--- src/sv/gh_pkg.sv ---
// Shared types, constants and the GF(2^128) multiply for the GHASH accumulator.
`default_nettype none

package gh_pkg;

    // Operation codes carried in the opcode field
    localparam logic [1:0] GH_OP_AAD    = 2'd0;
    localparam logic [1:0] GH_OP_TEXT   = 2'd1;
    localparam logic [1:0] GH_OP_FINISH = 2'd2;

    // Configuration register indexes
    localparam logic GH_CFG_KEY_HI = 1'b0;
    localparam logic GH_CFG_KEY_LO = 1'b1;

    localparam logic [4:0] GH_BLOCK_BYTES = 5'd16;
    localparam int         GH_COUNT_W     = 61;
    localparam int         GH_QUEUE_DEPTH = 4;

    // One queued job for the back end: a block to fold in, and whether it is the
    // length block that closes the message.
    typedef struct packed {
        logic         finish;
        logic [127:0] block;
    } gh_entry_t;

    // Multiply two field elements in GCM bit order. Bit 127 of the packed word
    // is the x^0 coefficient; reduction is by x^128 + x^7 + x^2 + x + 1.
    function automatic logic [127:0] gh_gf_mul(input logic [127:0] a,
                                               input logic [127:0] b);
        logic [127:0] ar;
        logic [127:0] br;
        logic [254:0] c;
        logic [127:0] p;
        logic [126:0] d;
        logic [133:0] t;
        logic [5:0]   e;
        logic [127:0] r;
        logic [127:0] res;
        int           j;
        for (int i = 0; i < 128; i++)
        begin
            ar[i] = a[127 - i];
            br[i] = b[127 - i];
        end
        // Carry-less product, one XOR tree per product bit
        for (int k = 0; k < 255; k++)
        begin
            for (int i = 0; i < 128; i++)
            begin
                j = k - i;
                if (j >= 0 && j < 128)
                    p[i] = ar[i] & br[j];
                else
                    p[i] = 1'b0;
            end
            c[k] = ^p;
        end
        // Fold the high half twice; the second pass covers the spill of the first
        d = c[254:128];
        t = {6'b0, c[127:0]} ^ {7'b0, d} ^ {6'b0, d, 1'b0} ^ {5'b0, d, 2'b0}
            ^ {d, 7'b0};
        e = t[133:128];
        r = t[127:0] ^ {122'b0, e} ^ {121'b0, e, 1'b0} ^ {120'b0, e, 2'b0}
            ^ {115'b0, e, 7'b0};
        for (int i = 0; i < 128; i++)
            res[i] = r[127 - i];
        return res;
    endfunction

endpackage

`default_nettype wire

--- src/sv/gh_queue.sv ---
// Short FIFO of block jobs between the front and back ends.
`default_nettype none

module gh_queue
    import gh_pkg::*;
#(
    parameter int DEPTH = GH_QUEUE_DEPTH
)
(
    input  wire logic       clk,
    input  wire logic       rst_n,
    input  wire logic       push,
    input  wire gh_entry_t  push_entry,
    input  wire logic       pop,
    output logic            full,
    output logic            not_empty,
    output gh_entry_t       head
);

    localparam int PTR_W = (DEPTH > 1) ? $clog2(DEPTH) : 1;
    localparam int CNT_W = $clog2(DEPTH + 1);
    localparam logic [PTR_W-1:0] LAST_PTR = PTR_W'(DEPTH - 1);
    localparam logic [CNT_W-1:0] FULL_CNT = CNT_W'(DEPTH);

    gh_entry_t        mem [DEPTH];
    logic [PTR_W-1:0] wr_ptr_reg;
    logic [PTR_W-1:0] wr_ptr_next;
    logic [PTR_W-1:0] rd_ptr_reg;
    logic [PTR_W-1:0] rd_ptr_next;
    logic [CNT_W-1:0] count_reg;
    logic [CNT_W-1:0] count_next;

    assign full      = (count_reg == FULL_CNT);
    assign not_empty = (count_reg != '0);
    assign head      = mem[rd_ptr_reg];

    always_comb
    begin
        wr_ptr_next = wr_ptr_reg;
        rd_ptr_next = rd_ptr_reg;
        count_next  = count_reg;
        if (push)
            wr_ptr_next = (wr_ptr_reg == LAST_PTR) ? '0 : wr_ptr_reg + 1'b1;
        if (pop)
            rd_ptr_next = (rd_ptr_reg == LAST_PTR) ? '0 : rd_ptr_reg + 1'b1;
        if (push && !pop)
            count_next = count_reg + 1'b1;
        else if (pop && !push)
            count_next = count_reg - 1'b1;
    end

    always_ff @(posedge clk or negedge rst_n)
    begin
        if (!rst_n)
        begin
            wr_ptr_reg <= '0;
            rd_ptr_reg <= '0;
            count_reg  <= '0;
        end
        else
        begin
            wr_ptr_reg <= wr_ptr_next;
            rd_ptr_reg <= rd_ptr_next;
            count_reg  <= count_next;
        end
    end

    always_ff @(posedge clk)
    begin
        if (push)
            mem[wr_ptr_reg] <= push_entry;
    end

endmodule

`default_nettype wire

--- config.mk ---
export PLATFORM = sky130hd
export DESIGN_NAME = gh_queue
export DESIGN_NICKNAME = d
export VERILOG_FILES = /design/src/sv/gh_pkg.sv /design/src/sv/gh_queue.sv
export SDC_FILE = /design/constraint.sdc
export NUM_CORES = 1
export LEC_CHECK = 0
export BUFFER_PORTS_ARGS = -buffer_cell sky130_fd_sc_hd__clkbuf_2
export CAP_MARGIN = 15
export CORE_MARGIN = 8
export CORE_UTILIZATION = 51
export CTS_CLUSTER_DIAMETER = 100
export DETAILED_ROUTE_END_ITERATION = 7
export GPL_TIMING_DRIVEN = 0
export MAX_ROUTING_LAYER = met4
export PLACE_DENSITY_LB_ADDON = 0.05
export SETUP_SLACK_MARGIN = 0.02
export SLEW_MARGIN = 0
export SYNTH_ARGS = -nofsm -noshare
export SYNTH_HDL_FRONTEND = slang
export SYNTH_SLANG_ARGS = --single-unit
export TNS_END_PERCENT = 30
--- constraint.sdc ---
create_clock -name clk -period 9.08 [get_ports clk]
set_input_delay 1.362 -clock clk [delete_from_list [all_inputs] [get_ports clk]]
set_output_delay 1.362 -clock clk [all_outputs]
set_load 0.02 [all_outputs]
; Word-level counts from Yosys, hierarchy flattened
; Memories as Yosys holds them, arrays and structs flattened.
; Index checks and enable logic that the tools add are counted.
[classes]
addsub = 4
eq_ne = 3
muxes = 6
n_reduce_logical = 6
[op_table]
columns = op, n
row1 = $mux W3, 2
row2 = $add A2 B1 Y2 const B, 2
row3 = $eq A2 B2 Y1 const B, 2
row4 = $mux W2, 2
row5 = $add A3 B1 Y3 const B, 1
row6 = $eq A3 B3 Y1 const B, 1
row7 = $reduce_bool A3 Y1, 1
row8 = $sub A3 B1 Y3 const B, 1
row9 = $logic_and A1 B1 Y1, 2
row10 = $logic_not A1 Y1, 2
row11 = $mux W1, 2
row12 = $reduce_bool A2 Y1, 1
[word_totals]
reg_bits = 7
ram_bits = 516
input_bits = 133
out_inout_bits = 131
n_memories = 1
[memory_table]
columns = name, words, width, read_ports, rd_clocked_by_memory_dff, wr, line_no
row1 = mem, 4, 129, 1, 0, 1, gh_queue.sv:25  ; gh_entry_t mem [DEPTH];

; Logic depth before layout (Yosys ltp)
; Gate-level depths: netlist (run 1).
[depth]
ltp_word = 4
mapped_depth = 7
depth_no_buf = 7

; Least setup slack after synthesis (run 1)
; OpenSTA, ideal clock, no wires.
[synth_timing]
path_kind = input-to-reg
start = input push
end = memory mem[2][0] in the netlist's numbering, enable pin
setup_ns = 0.503
arrival_time_ns = 4.317
t_required_ns = 8.577
path_slack_ns = 4.260
stages = 1
n_path_buf = 0
path_cell_list = and2_1
[synth_between]
elab_chain_cells = 2
[synth_rtl]
columns = element, line_no
row1 = "start, declared", gh_queue.sv:12  ; input wire logic push,
row2 = $mux W1, gh_queue.sv:70  ; if (push)
row3 = $mux W1 (not written as such), gh_queue.sv:71  ; mem[wr_ptr_reg] <= push_entry;
row4 = "end, declared", gh_queue.sv:25
; No other way between the ends.

==> impl_metrics.env, run 1 <==
export IMPL_status="completed"
export IMPL_ys_seq_area_frac=0.823
export IMPL_path_clk_slew_ns=0.06
export IMPL_maxSlewHeadroom=0.510
export IMPL_clock_sinks=523
export IMPL_cts_buffers=52
export IMPL_worstMarginPinSlew_ns=0.735
export IMPL_drt_pass1_iter_count=4
export IMPL_grt_pass1_vias=9155
export IMPL_cts_root_buf="clkbuf_16"
export IMPL_finalHoldWorstSlack_ns=0.481
export IMPL_synth_fa_ha_area_frac=0.00500
export IMPL_cp_start_kind="register"
export IMPL_crit_path_end_kind="primary output"
export IMPL_async_flop_share=0.0134
export IMPL_hold_buffers=0
export IMPL_core_area_mm2=0.0367
export IMPL_rows=70
export IMPL_antenna_found_initial=5
export IMPL_synth_compound_gate_area_share=0.000526
export IMPL_port_buffers=263
export IMPL_grt_overflow=0
export IMPL_fin_setup_tns_ns=0
export IMPL_path_max_fanout=10
export IMPL_maxCapViolCount=0
export IMPL_clock_latency_ns=0.57
export IMPL_start_util=0.519
export IMPL_hold_viol=0
export IMPL_grt_start_max_net_pins=55
export IMPL_grt_first_pass_wirelength_mm=57.2
export IMPL_die_area_mm2=0.0438
export IMPL_synth_simple_gate_area_frac=0.00302
export IMPL_die_h_um=209
export IMPL_path_class="reg -> out"
export IMPL_hold_path_class="reg -> reg"
export IMPL_htreeDepth=2
export IMPL_synthXorXnorAreaFrac=0.00138
export IMPL_worstPathArrival_ns=2.64
export IMPL_fin_ws_ns=5.08
export IMPL_required_ns=7.72
export IMPL_synth_top_family_by_area="multiplexers"
export IMPL_clockBufferDepth=3
export IMPL_fillers=2557
export IMPL_hpwl_mm=24.3
export IMPL_synth_warnings=0
export IMPL_drtAntennaViolNets=0
export IMPL_rsz0062_at_grt="no"
export IMPL_final_seq_area_mm2=0.0157
export IMPL_yosys_cell_types_count=20
export IMPL_drive_gt1_frac=0.469
export IMPL_fin_nets=1177
export IMPL_fin_crit_sh=0.441
export IMPL_post_cts_buffers=0
export IMPL_via_count=8435
export IMPL_synth_mux_area_frac=0.154
export IMPL_leakage_nw=7.90
export IMPL_ys_seq_elements=523
export IMPL_layout_common_cells="edfxtp_1 (516), clkbuf_2 (263), mux4_2 (129), clkbuf_16 (53)"
export IMPL_min_period_ns=4.00
export IMPL_drv_slew=0
export IMPL_synth_edff_count=516
export IMPL_r2r_setup_slack_ns=7.11
export IMPL_cts_resized=0
export IMPL_synthFlopType="edfxtp_1"
export IMPL_vias_per_cell=5.45
export IMPL_die_w_um=209
export IMPL_syn_inst=711
export IMPL_area_growth_pct=20.2
export IMPL_cts_tree="built"
export IMPL_mostFrequentLayoutCell="edfxtp_1"
export IMPL_drc=0
export IMPL_routedWlPerCell_um=24.6
export IMPL_worst_clock_skew_ns=0.0105
export IMPL_synth_area_per_cell_um2=26.8
export IMPL_grtUsageTotal=0.180
export IMPL_setup_violations=0
export IMPL_wirelength_mm=38.1
export IMPL_drt_iter0_drc=526
export IMPL_multiInputGateArea_mm2=0.00314
export IMPL_netlist_area_mm2=0.0190
export IMPL_largest_register_ffs=516
export IMPL_powerDensity_mw_per_mm2=337
export IMPL_fmax_mhz=250
export IMPL_io_pins=264
export IMPL_syn_num_nets=851
export IMPL_peakVddDrop_uv=245
export IMPL_postLayoutCoreUtil=0.623
export IMPL_preCtsSetupSlack_ns=5.58
export IMPL_gp_congestion=0.689
[metrics by stage]
stage	power, mW	std cells	area (µm²)
5_1_grt	8.07	1549	22900
6_report	7.72	1549	22900
2_1_floorplan	4.89	711	19000
3_5_place_dp	5.73	1451	21200
3_3_place_gp	5.76	1442	20900
4_1_cts	7.85	1544	22900
[kinds of logic (layout without fill, tap and decap cells)]
kind of cell	Yosys count	after routing
fa+ha+maj	7	7
flops	523	523
other cells	0	5
mux	132	132
compound gates	2	2
xor+xnor	3	3
simple gates	11	11
buf+inv	33	398
[per-layer routing]
metal / vias up / routed length, µm / track usage
li1: 3760 / - / -
met5: - / 0 / -
met1: 4404 / 15600 / 0.229
met2: 221 / 18800 / 0.278
met4: 0 / 701 / 0.0513
met3: 50 / 2960 / 0.0567
[power by group]
part,internal (mW),switching [mW]
Clock,1.26,0.849
Sequential,3.09,0.0847
Combinational,0.978,1.46
Total,5.33,2.39
[cell usage after synthesis (3+ instances only)]
library cell / number / area, µm²
ha_1: 6 / 75.1
edfxtp_1: 516 / 15500
buf_2: 11 / 55.1
and2_1: 4 / 25.0
inv_1: 4 / 15.0
mux2_2: 3 / 33.8
buf_4: 3 / 22.5
dfrtp_1: 7 / 175
mux4_2: 129 / 2910
nor2_1: 3 / 11.3
buf_1: 3 / 11.3
buf_6: 11 / 124
[final cells by class]
type / instances / area share
timing repair buffer: 272 / 0.0680
sequential: 523 / 0.685
antenna: 5 / 0.000547
buffer: 29 / 0.00946
clock inverter: 30 / 0.0138
multi-input combinational: 155 / 0.137
tap: 468 / 0.0256
inverter: 4 / 0.000656
clock buffer: 63 / 0.0596
[final timing paths]
path | depth (start not counted) | startpoint | endpoint
max | 4 | rd_ptr_reg[1]$_DFFE_PN0P_ | head[37]
min | 1 | count_reg[2]$_DFFE_PN0P_ | count_reg[2]$_DFFE_PN0P_
max reg2reg | 5 | wr_ptr_reg[1]$_DFFE_PN0P_ | mem[1][40]$_DFFE_PP_
min reg2reg | 1 | count_reg[2]$_DFFE_PN0P_ | count_reg[2]$_DFFE_PN0P_
max in group asynchronous | 1 | rst_n | rd_ptr_reg[0]$_DFFE_PN0P_
min in group asynchronous | 1 | rst_n | count_reg[2]$_DFFE_PN0P_
[worst max-delay path, stage by stage (launching register included)]
cell	delay, ns
dfrtp_1	0.47
clkbuf_1	0.60
buf_2	0.44
mux4_2	0.38
clkbuf_2	0.18
Power figures use the tool's default switching activity.
==> run 2: changes to the inputs <==
- clock period: 9.08 -> 3.4 ns (I/O delays scaled with it)
==> run 2 against run 1 <==
Die area did not move. Clock skew increased by 0.0084 ns. Critical endpoint is now head[85]. Setup slack got worse by 4.7 ns.
==> impl_metrics.env, run 2 (same netlist as run 1, synthesis figures left out) <==
export IMPL_fmax_mhz=334
export IMPL_power_switching_mw=6.35
export IMPL_cts_tree="built"
export IMPL_die_w_um=209
export IMPL_hold_path_class="in -> reg"
export IMPL_combPwrFrac=0.317
export IMPL_path_clk_slew_ns=0.06
export IMPL_cp_start_kind="register"
export IMPL_largest_register_ffs=516
export IMPL_status="completed"
export IMPL_port_buffers=263
export IMPL_min_period_ns=2.99
export IMPL_via_count=8464
export IMPL_setup_violations=0
export IMPL_cts_resized=0
export IMPL_crit_slowest_cell="clkbuf_1"
export IMPL_fin_ws_ns=0.407
export IMPL_grt_pass1_vias=9154
export IMPL_path_class="reg -> out"
export IMPL_worstMarginPinSlew_ns=0.668
export IMPL_grt_overflow=0
export IMPL_hold_buffers=1
export IMPL_leakage_nw=7.90
export IMPL_maxCapViolCount=0
export IMPL_peakVddDrop_uv=460
export IMPL_worst_clock_skew_ns=0.0189
export IMPL_io_pins=264
export IMPL_crit_path_end_kind="primary output"
export IMPL_antenna_found_initial=4
export IMPL_grt_first_pass_wirelength_mm=57.1
export IMPL_worstPathArrival_ns=2.48
export IMPL_vias_per_cell=5.46
export IMPL_rows=70
export IMPL_final_cell_area_mm2=0.0229
export IMPL_critPathMaxStageDelay_ns=0.49
export IMPL_drv_slew=0
export IMPL_die_h_um=209
export IMPL_required_ns=2.89
export IMPL_drc=0
export IMPL_post_cts_buffers=0
export IMPL_fin_setup_tns_ns=0
export IMPL_grt_start_max_net_pins=56
export IMPL_finalHoldWorstSlack_ns=0.140
export IMPL_drt_pass1_iter_count=6
export IMPL_fin_nets=1177
export IMPL_cts_root_buf="clkbuf_16"
export IMPL_fin_crit_sh=0.880
export IMPL_wirelength_mm=37.8
export IMPL_clockBufferDepth=3
export IMPL_p_total_mw=20.5
export IMPL_seq_power_share=0.414
export IMPL_crit_chain="clkbuf_1 > buf_2 > mux4_2 > clkbuf_2"
export IMPL_clock_sinks=523
export IMPL_preCtsSetupSlack_ns=0.890
export IMPL_hold_viol=0
export IMPL_fin_cells=1549
export IMPL_fillers=2577
export IMPL_place_area_mm2=0.0212
export IMPL_path_max_fanout=10
export IMPL_drtAntennaViolNets=0
export IMPL_area_growth_pct=20.1
export IMPL_die_area_mm2=0.0438
export IMPL_htreeDepth=2
export IMPL_maxSlewHeadroom=0.554
export IMPL_p_clk_frac=0.269
export IMPL_drive_gt1_frac=0.470
export IMPL_p_int_mw=14.1
export IMPL_start_util=0.519
export IMPL_hpwl_mm=24.4
export IMPL_powerDensity_mw_per_mm2=895
export IMPL_clock_latency_ns=0.58
export IMPL_mostFrequentLayoutCell="edfxtp_1"
export IMPL_core_area_mm2=0.0367
export IMPL_grtUsageTotal=0.179
export IMPL_layout_common_cells="edfxtp_1 (516), clkbuf_2 (263), mux4_2 (129), clkbuf_16 (54), clkbuf_1 (14)"
export IMPL_postLayoutCoreUtil=0.623
export IMPL_drt_iter0_drc=479
export IMPL_routedWlPerCell_um=24.4
export IMPL_dp_cells=1450
export IMPL_gp_congestion=0.685
export IMPL_netSwitchingFraction=0.310
export IMPL_rsz0062_at_grt="no"
export IMPL_cts_buffers=52
## run 2: per-layer routing
| layer | vias up | track usage | wire length [µm] | part of all wire |
|---|---|---|---|---|
| li1 | 3749 | - | - | - |
| met1 | 4459 | 0.234 | 16300 | 0.43 |
| met2 | 214 | 0.276 | 18600 | 0.49 |
| met3 | 42 | 0.0506 | 2310 | 0.061 |
| met4 | 0 | 0.0474 | 581 | 0.015 |
| met5 | - | - | 0 | 0 |
## run 2: power by group through the flow
stage	registers [mW]	logic, mW	clock network [mW]
6_report	8.47	6.48	5.51
5_1_grt	8.56	6.96	5.89
4_1_cts	8.49	6.71	5.67
3_5_place_dp	8.62	6.69	0
3_3_place_gp	8.78	6.53	0
2_1_floorplan	8.63	4.38	0
## run 2: worst max-delay path: cells and delay by family, from the launching register on
kind | cells | cell delay, ns
flops | 1 | 0.44
mux | 1 | 0.39
buf+inv | 3 | 1.07
## run 2: cell type report
class / count / area [µm²] / share of cell area
clock buffer: 73 / 1480 / 0.0649
inverter: 4 / 15.0 / 0.000657
sequential: 523 / 15700 / 0.686
tap: 468 / 586 / 0.0256
buffer: 29 / 216 / 0.00947
antenna: 4 / 10.0 / 0.000438
timing repair buffer: 272 / 1550 / 0.0677
clock inverter: 21 / 189 / 0.00827
multi-input combinational: 155 / 3140 / 0.137
## run 2: worst paths after layout
| check | slack [ns] | cells past startpoint | end | start |
|---|---|---|---|---|
| worst max-delay path | 0.41 | 4 | head[85] | rd_ptr_reg[1]$_DFFE_PN0P_ |
| worst min-delay path | 0.14 | 1 | mem[0][27]$_DFFE_PP_ | push_entry[27] |
| worst max register to register | 1.16 | 5 | mem[2][90]$_DFFE_PP_ | wr_ptr_reg[0]$_DFFE_PN0P_ |
| worst min register to register | 0.49 | 1 | count_reg[2]$_DFFE_PN0P_ | count_reg[2]$_DFFE_PN0P_ |
| max in group asynchronous | 2.88 | 2 | wr_ptr_reg[0]$_DFFE_PN0P_ | rst_n |
| min in group asynchronous | 0.34 | 2 | count_reg[1]$_DFFE_PN0P_ | rst_n |
