$ cat config.mk
export PLATFORM = sky130hd
export DESIGN_NAME = gh_front
export DESIGN_NICKNAME = d
export VERILOG_FILES = /design/src/sv/gh_pkg.sv /design/src/sv/gh_front.sv
export SDC_FILE = /design/constraint.sdc
export NUM_CORES = 1
export LEC_CHECK = 0
export BUFFER_PORTS_ARGS = -buffer_cell sky130_fd_sc_hd__buf_2
export CELL_PAD_IN_SITES_DETAIL_PLACEMENT = 1
export CELL_PAD_IN_SITES_GLOBAL_PLACEMENT = 1
export CORE_MARGIN = 8
export CORE_UTILIZATION = 39
export CTS_BUF_LIST = sky130_fd_sc_hd__clkbuf_2 sky130_fd_sc_hd__clkbuf_4 sky130_fd_sc_hd__clkbuf_8
export CTS_CLUSTER_SIZE = 12
export DETAILED_ROUTE_END_ITERATION = 10
export PLACE_DENSITY_LB_ADDON = 0.25
export REMOVE_ABC_BUFFERS = 1
export SYNTH_ARGS = -nofsm -noshare
export SYNTH_HDL_FRONTEND = slang
export SYNTH_SLANG_ARGS = --single-unit
$ cat constraint.sdc
create_clock -name clk -period 3.1 [get_ports clk]
set_input_delay 0.31 -clock clk [delete_from_list [all_inputs] [get_ports clk]]
set_output_delay 0.31 -clock clk [all_outputs]
set_load 0.1 [all_outputs]
$ cat src/sv/gh_pkg.sv
// Shared types, constants and the GF(2^128) multiply for the GHASH accumulator.
`default_nettype none

package gh_pkg;

    // Operation codes carried in the opcode field
    localparam logic [1:0] GH_OP_AAD    = 2'd0;
    localparam logic [1:0] GH_OP_TEXT   = 2'd1;
    localparam logic [1:0] GH_OP_FINISH = 2'd2;

    // Configuration register indexes
    localparam logic GH_CFG_KEY_HI = 1'b0;
    localparam logic GH_CFG_KEY_LO = 1'b1;

    localparam logic [4:0] GH_BLOCK_BYTES = 5'd16;
    localparam int         GH_COUNT_W     = 61;
    localparam int         GH_QUEUE_DEPTH = 4;

    // One queued job for the back end: a block to fold in, and whether it is the
    // length block that closes the message.
    typedef struct packed {
        logic         finish;
        logic [127:0] block;
    } gh_entry_t;

    // Multiply two field elements in GCM bit order. Bit 127 of the packed word
    // is the x^0 coefficient; reduction is by x^128 + x^7 + x^2 + x + 1.
    function automatic logic [127:0] gh_gf_mul(input logic [127:0] a,
                                               input logic [127:0] b);
        logic [127:0] ar;
        logic [127:0] br;
        logic [254:0] c;
        logic [127:0] p;
        logic [126:0] d;
        logic [133:0] t;
        logic [5:0]   e;
        logic [127:0] r;
        logic [127:0] res;
        int           j;
        for (int i = 0; i < 128; i++)
        begin
            ar[i] = a[127 - i];
            br[i] = b[127 - i];
        end
        // Carry-less product, one XOR tree per product bit
        for (int k = 0; k < 255; k++)
        begin
            for (int i = 0; i < 128; i++)
            begin
                j = k - i;
                if (j >= 0 && j < 128)
                    p[i] = ar[i] & br[j];
                else
                    p[i] = 1'b0;
            end
            c[k] = ^p;
        end
        // Fold the high half twice; the second pass covers the spill of the first
        d = c[254:128];
        t = {6'b0, c[127:0]} ^ {7'b0, d} ^ {6'b0, d, 1'b0} ^ {5'b0, d, 2'b0}
            ^ {d, 7'b0};
        e = t[133:128];
        r = t[127:0] ^ {122'b0, e} ^ {121'b0, e, 1'b0} ^ {120'b0, e, 2'b0}
            ^ {115'b0, e, 7'b0};
        for (int i = 0; i < 128; i++)
            res[i] = r[127 - i];
        return res;
    endfunction

endpackage

`default_nettype wire

$ cat src/sv/gh_front.sv
// Front end: accepts input beats, masks partial blocks, keeps byte totals.
`default_nettype none

module gh_front
    import gh_pkg::*;
(
    input  wire logic             clk,
    input  wire logic             rst_n,
    input  wire logic             in_valid,
    input  wire logic             queue_full,
    input  wire logic [1:0]       opcode,
    input  wire logic [63:0]      data_hi,
    input  wire logic [63:0]      data_lo,
    input  wire logic [4:0]       byte_count,
    output logic                  in_stall,
    output logic                  push,
    output gh_entry_t             push_entry
);

    logic [GH_COUNT_W-1:0] aad_total_reg;
    logic [GH_COUNT_W-1:0] aad_total_next;
    logic [GH_COUNT_W-1:0] text_total_reg;
    logic [GH_COUNT_W-1:0] text_total_next;
    logic                  accept;
    logic [4:0]            n_sat;
    logic [127:0]          keep_mask;
    logic                  is_absorb;

    assign in_stall = queue_full;
    assign accept   = in_valid & ~queue_full;

    // Clamp oversize counts to a full block
    assign n_sat     = (byte_count > GH_BLOCK_BYTES) ? GH_BLOCK_BYTES : byte_count;
    assign keep_mask = ~({128{1'b1}} >> {n_sat, 3'b000});
    assign is_absorb = ((opcode == GH_OP_AAD) || (opcode == GH_OP_TEXT))
                       && (n_sat != 5'd0);

    always_comb
    begin
        push            = 1'b0;
        push_entry      = '0;
        aad_total_next  = aad_total_reg;
        text_total_next = text_total_reg;
        if (accept)
        begin
            if (is_absorb)
            begin
                push             = 1'b1;
                push_entry.block = {data_hi, data_lo} & keep_mask;
                if (opcode == GH_OP_AAD)
                    aad_total_next = aad_total_reg + {{(GH_COUNT_W-5){1'b0}}, n_sat};
                else
                    text_total_next = text_total_reg + {{(GH_COUNT_W-5){1'b0}}, n_sat};
            end
            else if (opcode == GH_OP_FINISH)
            begin
                // Length block: bit counts, byte totals times eight
                push              = 1'b1;
                push_entry.finish = 1'b1;
                push_entry.block  = {aad_total_reg, 3'b000, text_total_reg, 3'b000};
                aad_total_next    = '0;
                text_total_next   = '0;
            end
        end
    end

    always_ff @(posedge clk or negedge rst_n)
    begin
        if (!rst_n)
        begin
            aad_total_reg  <= '0;
            text_total_reg <= '0;
        end
        else
        begin
            aad_total_reg  <= aad_total_next;
            text_total_reg <= text_total_next;
        end
    end

endmodule

`default_nettype wire

## Word-level counts from Yosys, hierarchy flattened

Cells that the tools add are included.
Widths: inputs -> output; s select.

| word-level totals | value |
|---|---|
| flip-flop bits (word level) | 122 |
| logic and storage cells | 34 |
| output and inout port bits | 131 |

| cells by class | value |
|---|---|
| bitwise operators | 4 |
| equality and inequality tests | 4 |
| mux-type cells | 13 |
| order comparisons | 1 |
| shift-type cells | 1 |
| reduce and logical (&&, ||, !) cells | 7 |
| add/sub/neg operators | 2 |

Operators by type and width:

| kind | number |
|---|---|
| $mux 61 | 5 |
| $mux 129 | 2 |
| $and 128x128->128 | 1 |
| $mux 128 | 1 |
| $not 128->128 | 1 |
| $shr 128x8->128 const A | 1 |
| $add 61x5->61 | 2 |
| $reduce_and 3->1 | 2 |
| $gt 5x5->1 const B | 1 |
| $mux 5 | 1 |
| $reduce_bool 5->1 | 1 |
| $mux 1 | 4 |
| $eq 2x1->1 const B | 1 |
| $eq 2x2->1 const B | 1 |
| $logic_not 2->1 | 1 |
| $ne 2x1->1 const B | 1 |
| $ne 2x2->1 const B | 1 |
| $reduce_bool 2->1 | 1 |
| $and 1x1->1 | 1 |
| $logic_and 1x1->1 | 1 |
| $logic_or 1x1->1 | 1 |
| $not 1->1 | 1 |

## Longest topological paths before layout

Gate-level depths: netlist of run 1.

| depth | value |
|---|---|
| depth in word-level cells | 7 |
| gate-level depth with buffers | 11 |

## Worst setup path after synthesis of run 1

No wires, ideal clock.

| path | value |
|---|---|
| kind | input to output |
| from | input byte_count[0] |
| to | output push_entry[107] (netlist name) |
| data arrival time | 3004 ps |
| path slack | -214 ps |
| required time | 2790 ps |
| stages on the path | 7 |
| cell sequence | buf_2 > nor3_1 > a21o_1 > buf_2 > clkbuf_1 > nand2_1 > a21oi_1 |

RTL lines:

| element | line | RTL |
|---|---|---|
| start: declaration | gh_front.sv:14 | `input wire logic [4:0] byte_count,` |
| end: declaration | gh_front.sv:17 | `output gh_entry_t push_entry` |

==> out/metrics.cfg, run 1 <==
[outcome]
outcome = finished, final reports clean

[setup_path]
worstPathRequired_ns = 2.79
reg2reg_slack_ns = 0.41
worst-path-max-fanout = 46
crit_type = in -> out
cp-start-kind = primary input
arrival_ns = 2.54
end_kind = output port

[route]
vias = 10620
drt_wl_total_um = 37310
ant_nets = 0
drt_iter0_drc = 816
wl_per_cell_um = 21.21
first_pass_iters = 5
drc = 0
viasPerCell = 6.038

[logic_synthesis]
ys_types = 63
synth_edf_count = 0
synthArstFlopShare_pct = 100.0
yosysSeqAreaShare_pct = 33.26
avgSynthCellArea_um2 = 7.676
dominantRegCellSynth = dfrtp_1
synth_area_um2 = 9180
synthCells = 1196
ys_ff_latch = 122
yosys_warnings = 0

[job]
drv_cap = 0

[clock_network]
cts-root-buf = clkbuf_8
insertion_delay_ns = 0.46
post_cts_resized = 0
htreeDepth = 4
clockBufferDepth = 2
cts_made_buffers = 17
clk_pin_slew_ns = 0.08
cts.sink_count = 122
cts_tree = yes

[worst_hold_path]
hold_path.class = in -> reg

[timing]
period_minus_slack_ns = 2.855
relSlewSlack_pct = 16.56
drv_slew = 0
postLayoutSetupSlackWorst_ns = 0.2454
hold_viol = 0
rsz0062_at_grt = no
period_share_pct = 92.08
fin_setup_tns_ns = 0
fmax_mhz = 350.3
fin_hold_ws_ns = 0.2082
fin_skew_ns = 0.01039
finalSetupViolCount = 0
worst_pin_slew_ns = 1.252

[placed_design]
portBuffers = 269
place_worst_setup_slack_ns = 0.2468
hpwl_um = 27790
place_inst = 1726
place_congestion = 0.8694

[global_routing]
grt-ovfl-total = 0
grt_max_degree = 100
grt_util_all_layers_pct = 25.75
first_global_vias = 11100
grt_antenna_before_repair = 0
grt_first_pass_wirelength_um = 60400

[final_layout]
layout_commonest_cell = a21oi_1
most-common-layout-cells = 232 x a21oi_1, 161 x nor2_1, 141 x buf_2
syn_to_final_growth_pct = 43.68
post-route-util_pct = 56.70
nets = 1578
fin_cells = 1759
antennaDiodeCount = 0
drive_above_1_share_pct = 25.49

[floorplanning]
start_util_pct = 39.46
die_h_um = 169.4
row_count = 56
coreArea_um2 = 23260
die_x_um = 169.4
die_area_um2 = 28700
pin_count = 270

[pwr]
leakage_nw = 5.331
powerDensity_nw_per_um2 = 336.0
ir_drop_mv = 0.2472

==> final timing paths <==
check,startpoint,end,depth (start not counted)
min in group asynchronous,rst_n,text_total_reg[22],2
setup / recovery,byte_count[0],push_entry[74],8
hold / removal,opcode[0],text_total_reg[6],3
max in group asynchronous,rst_n,aad_total_reg[28],3
hold reg to reg,aad_total_reg[3],aad_total_reg[3],2
setup reg to reg,aad_total_reg[6],aad_total_reg[35],5
==> where the power goes <==
group / leakage, nW / internal, W / switching (W)
Sequential: 1.70 / 0.00163 / 0.0000508
Combinational: 3.45 / 0.000444 / 0.000901
Clock: 0.181 / 0.000655 / 0.000751
==> Yosys cell counts (all sizes together) (4+ instances only) <==
master   instances  share of area [%]
dfrtp          122                 33
o31ai           54                4.4
ha              10                1.4
or4             55                4.5
and3            24                1.6
a211oi           7               0.57
nand4           49                3.8
a21o             5               0.41
nand2b           4               0.27
o21a             9               0.74
or2              5               0.34
xor2            15                1.4
nor2b            7               0.48
inv             15               0.61
a22oi           32                2.6
nand2           80                3.3
or3             22                1.5
and2             4               0.27
xnor2           18                1.7
a2111oi          4               0.59
nand3           69                3.9
nor2           162                6.6
clkbuf          57                2.3
nor3            15               0.93
mux2i            4               0.44
buf             33                1.9
a22o             5               0.48
o21ai           26                1.4
nor4            15                1.4
and4             6               0.57
a21oi          234                 13
==> critical path, cell delays in order <==
cell,delay (ns)
buf_2,0.16
nor3_1,0.21
buf_4,0.17
a2111oi_4,0.10
nor2_4,0.96
buf_4,0.31
nor2_1,0.09
buf_12,0.18
==> through the flow <==
stage	instance area, um2	power (W)
finish	13190	0.004432
global route	13190	0.004594
CTS	13190	0.004454
detailed placement	12810	0.003058
global placement	12810	0.003026
floorplan	8791	0.002459
==> routing by layer <==
layer  global-route usage, %  up-vias  share of wire, %
met5                       0        -                 0
met4                   6.579        0               1.4
met3                   6.071       34               6.6
met2                   46.14      327                51
met1                   30.45     5323                41
li1                        -     4937                 -
==> final cells by class <==
type,instances,area (um2)
fill,2761,10070
multi-input combinational,969,5712
timing repair buffer,302,3593
sequential,122,3053
tap,319,399.1
clock buffer,18,247.7
clock inverter,14,123.9
inverter,15,61.31
==> what timing repair did <==
item	4_1_cts	5_1_grt
hold buffers	1	0
hold endpoints to repair	51	0
buffers inserted	0	0
==> logic make-up (layout without fill, tap and decap cells) <==
logic type | after synthesis | in the layout | share of synthesized area, %
AO/OA/AOI/OAI | 398 | 398 | 26.40
XOR/XNOR | 33 | 33 | 3.148
adder cells (fa/ha/maj) | 12 | 12 | 1.799
buffers and inverters | 105 | 349 | 4.852
flip-flops | 122 | 122 | 33.26
multiplexers | 4 | 4 | 0.4362
AND/OR/NAND/NOR | 522 | 522 | 30.11
(Power assumes the default switching activity.)
==> run 2: changes to the inputs <==
ABC_AREA = 1   (was not set)
CORE_UTILIZATION = 38   (was 39)
==> run 2 against run 1 <==
Compared with the run above:
- sequential cell count did not move
- worst hold slack gained 0.18 ns
- count of clock-buffer cells in the layout rose by 3
- register-to-register slack improved by 0.29 ns
==> out/metrics.cfg, run 2 <==
[outcome]
outcome = finished, final reports clean

[placed_design]
hpwl_um = 39380  ; +42%
portBuffers = 269  ; unchanged
place_congestion = 0.9669  ; +11%
place_area_um2 = 14640  ; +14%

[setup_path]
worst-path-max-fanout = 66  ; +43%
cp-start-kind = primary input
r2r_start = text_total_reg[4]
crit_path_frequent_cell = buf_12
reg2reg_to = text_total_reg[55]
arrival_ns = 2.37  ; -0.17 ns
worstPathRequired_ns = 2.79  ; about the same
rr_worst_depth = 11  ; +6
end_kind = output port
crit_type = in -> out
reg2reg_slack_ns = 0.70  ; +0.29 ns
cp_cell_sequence = buf_2, nor2_4, nand3_4, nand2_4, clkinv_2, buf_12, a21oi_1, o21ai_0, inv_1, buf_12
worst_path_largest_cell_delay_ns = 0.32  ; -0.64 ns
path_delay_family = buffers and inverters
crit_path_top_delay_cell = clkinv_2
worst-path-buf-inv = 5  ; +1

[clock_network]
post-cts-setup-buffers = 0  ; unchanged
insertion_delay_ns = 0.47  ; about the same
post_cts_resized = 0  ; unchanged
cts.sink_count = 122  ; unchanged
htreeDepth = 4  ; unchanged
clk_pin_slew_ns = 0.09  ; about the same
cts-root-buf = clkbuf_8
clockBufferDepth = 2  ; unchanged
cts_tree = yes
hold_buffers = 1  ; unchanged
cts_made_buffers = 17  ; unchanged

[logic_synthesis]
ys_types = 38  ; -40%
avgSynthCellArea_um2 = 5.872  ; -23%
yosys.area.top_type_share_pct = 27.88  ; -5.4 points
synth_commonest_cells = 476 x nand2_1, 328 x nor2_1, 268 x inv_1
ys_top_cells_by_area = dfrtp_1 28%, nand2_1 16%, nor2_1 11%
synthCells = 1865  ; +56%
dominantRegCellSynth = dfrtp_1
ys_ff_latch = 122  ; unchanged
yosysMostFrequentCell = nand2_1
synth_top_cell_by_area = dfrtp_1
synth_area_um2 = 10950  ; +19%
synthArstFlopShare_pct = 100.0  ; unchanged
yosysSeqAreaShare_pct = 27.88  ; -5.4 points
yosys_warnings = 0  ; unchanged
synth_edf_count = 0  ; unchanged

[route]
vias = 13710  ; +29%
drc = 0  ; unchanged
viasPerCell = 5.439  ; -9.9%
first_pass_iters = 5  ; unchanged
wl_per_cell_um = 19.54  ; -7.9%
drt_wl_total_um = 49260  ; +32%
ant_nets = 0  ; unchanged
drt_iter0_drc = 781  ; -4.3%

[final_layout]
layout_commonest_cell = nand2_1
syn_to_final_growth_pct = 37.19
drive_above_1_share_pct = 17.28  ; -8.2 points
final_cell_area_um2 = 15020  ; +14%
most-common-layout-cells = 474 x nand2_1, 327 x nor2_1, 266 x inv_1
nets = 2274  ; +44%

[timing]
hold_viol = 0  ; unchanged
fmax_mhz = 373.2  ; +6.5%
worst_pin_slew_ns = 0.6803  ; -0.5713 ns
relSlewSlack_pct = 54.65  ; +38 points
drv_slew = 0  ; unchanged
finalSetupViolCount = 0  ; unchanged
fin_setup_tns_ns = 0  ; unchanged
period_share_pct = 86.44  ; -5.6 points
period_minus_slack_ns = 2.680  ; -0.1750 ns
fin_skew_ns = 0.02172  ; +0.01133 ns
rsz0062_at_grt = no

[floorplanning]
die_h_um = 185.8  ; +9.6%
start_util_pct = 38.36  ; -1.1 points
die_area_um2 = 34510  ; +20%
die_x_um = 185.8  ; +9.6%
row_count = 62  ; +11%
coreArea_um2 = 28550  ; +23%
pin_count = 270  ; unchanged

[worst_hold_path]
hold_path.class = in -> async

[global_routing]
grt_max_degree = 95  ; -5.0%
first_global_vias = 14600  ; +32%
grt-ovfl-total = 0  ; unchanged
grt_first_pass_wirelength_um = 77840  ; +29%
grt_antenna_before_repair = 1  ; +1
grt_util_all_layers_pct = 28.43  ; +2.7 points

[pwr]
powerDensity_nw_per_um2 = 332.4  ; -1.1%
ir_drop_mv = 0.2134  ; -14%
leakage_nw = 7.020  ; +32%

[job]
drv_cap = 0  ; unchanged

==> run 2: cell types whose count changed after synthesis, sizes merged, moves of 57 or more <==
cell | before | now
a211oi | 7 | 64
o21ai | 26 | 89
nor2 | 162 | 341
a21oi | 234 | 126
nand3 | 69 | 141
inv | 15 | 268
nand2 | 80 | 479
==> run 2: layout make-up <==
cell class,instances,area [um2]
Tap cell,384,480.5
Timing Repair Buffer,310,3528
Sequential cell,122,3053
Clock buffer,21,270.3
Antenna cell,1,2.502
Clock inverter,11,98.84
Multi-Input combinational cell,1403,6579
Fill cell,3937,13520
Inverter,269,1012
==> run 2: routing by layer <==
layer,share of wire (%),global-route usage (%),vias up
li1,-,-,6551
met1,41,32.69,6671
met2,51,51.81,388
met3,4.3,3.670,102
met4,3.8,12.73,0
met5,0,0,-
==> run 2: cell families (layout without fill, tap and decap cells) <==
logic type               after synthesis  in the layout  share of synthesized area, %
adder cells (fa/ha/maj)               12             12                         1.508
buffers and inverters                340            611                         12.17
other                                  0              1                             0
AO/OA/AOI/OAI                        309            309                         16.28
XOR/XNOR                               4              4                        0.3199
flip-flops                           122            122                         27.88
AND/OR/NAND/NOR                     1078           1078                         41.85
==> run 2: worst max path at each step <==
| stage | from | end | slack [ns] | cells after the start |
|---|---|---|---|---|
| floorplan | byte_count[2] | push_entry[32] | -4.14 | 6 |
| global placement | byte_count[2] | text_total_reg[58] | 0.34 | 16 |
| detailed placement | byte_count[0] | text_total_reg[58] | 0.19 | 16 |
| CTS | byte_count[4] | push_entry[89] | 0.47 | 10 |
| global route | byte_count[0] | push_entry[90] | 0.30 | 11 |
| finish | byte_count[4] | push_entry[89] | 0.42 | 10 |
==> run 2: metrics by stage <==
stage                     hold WS (ns)  util, %  std cells  total power [W]  worst slack (ns)
final                           0.3919    52.63       2521         0.004994            0.4204
after global routing            0.4200    52.63       2521         0.005200            0.2966
after CTS                       0.3838    52.62       2520         0.005007            0.4740
after detailed placement        0.3498    51.29       2487         0.003593            0.1868
after global placement          0.3481    51.29       2487         0.003540            0.3391
after floorplan                0.01441        -       1794         0.002823            -4.145
==> run 2: power by group <==
part / switching [W] / internal [W] / total, W
combinational: 0.00119 / 0.000549 / 0.00174
clock: 0.000751 / 0.000678 / 0.00143
sequential: 0.000127 / 0.00170 / 0.00182
total: 0.00207 / 0.00292 / 0.00499
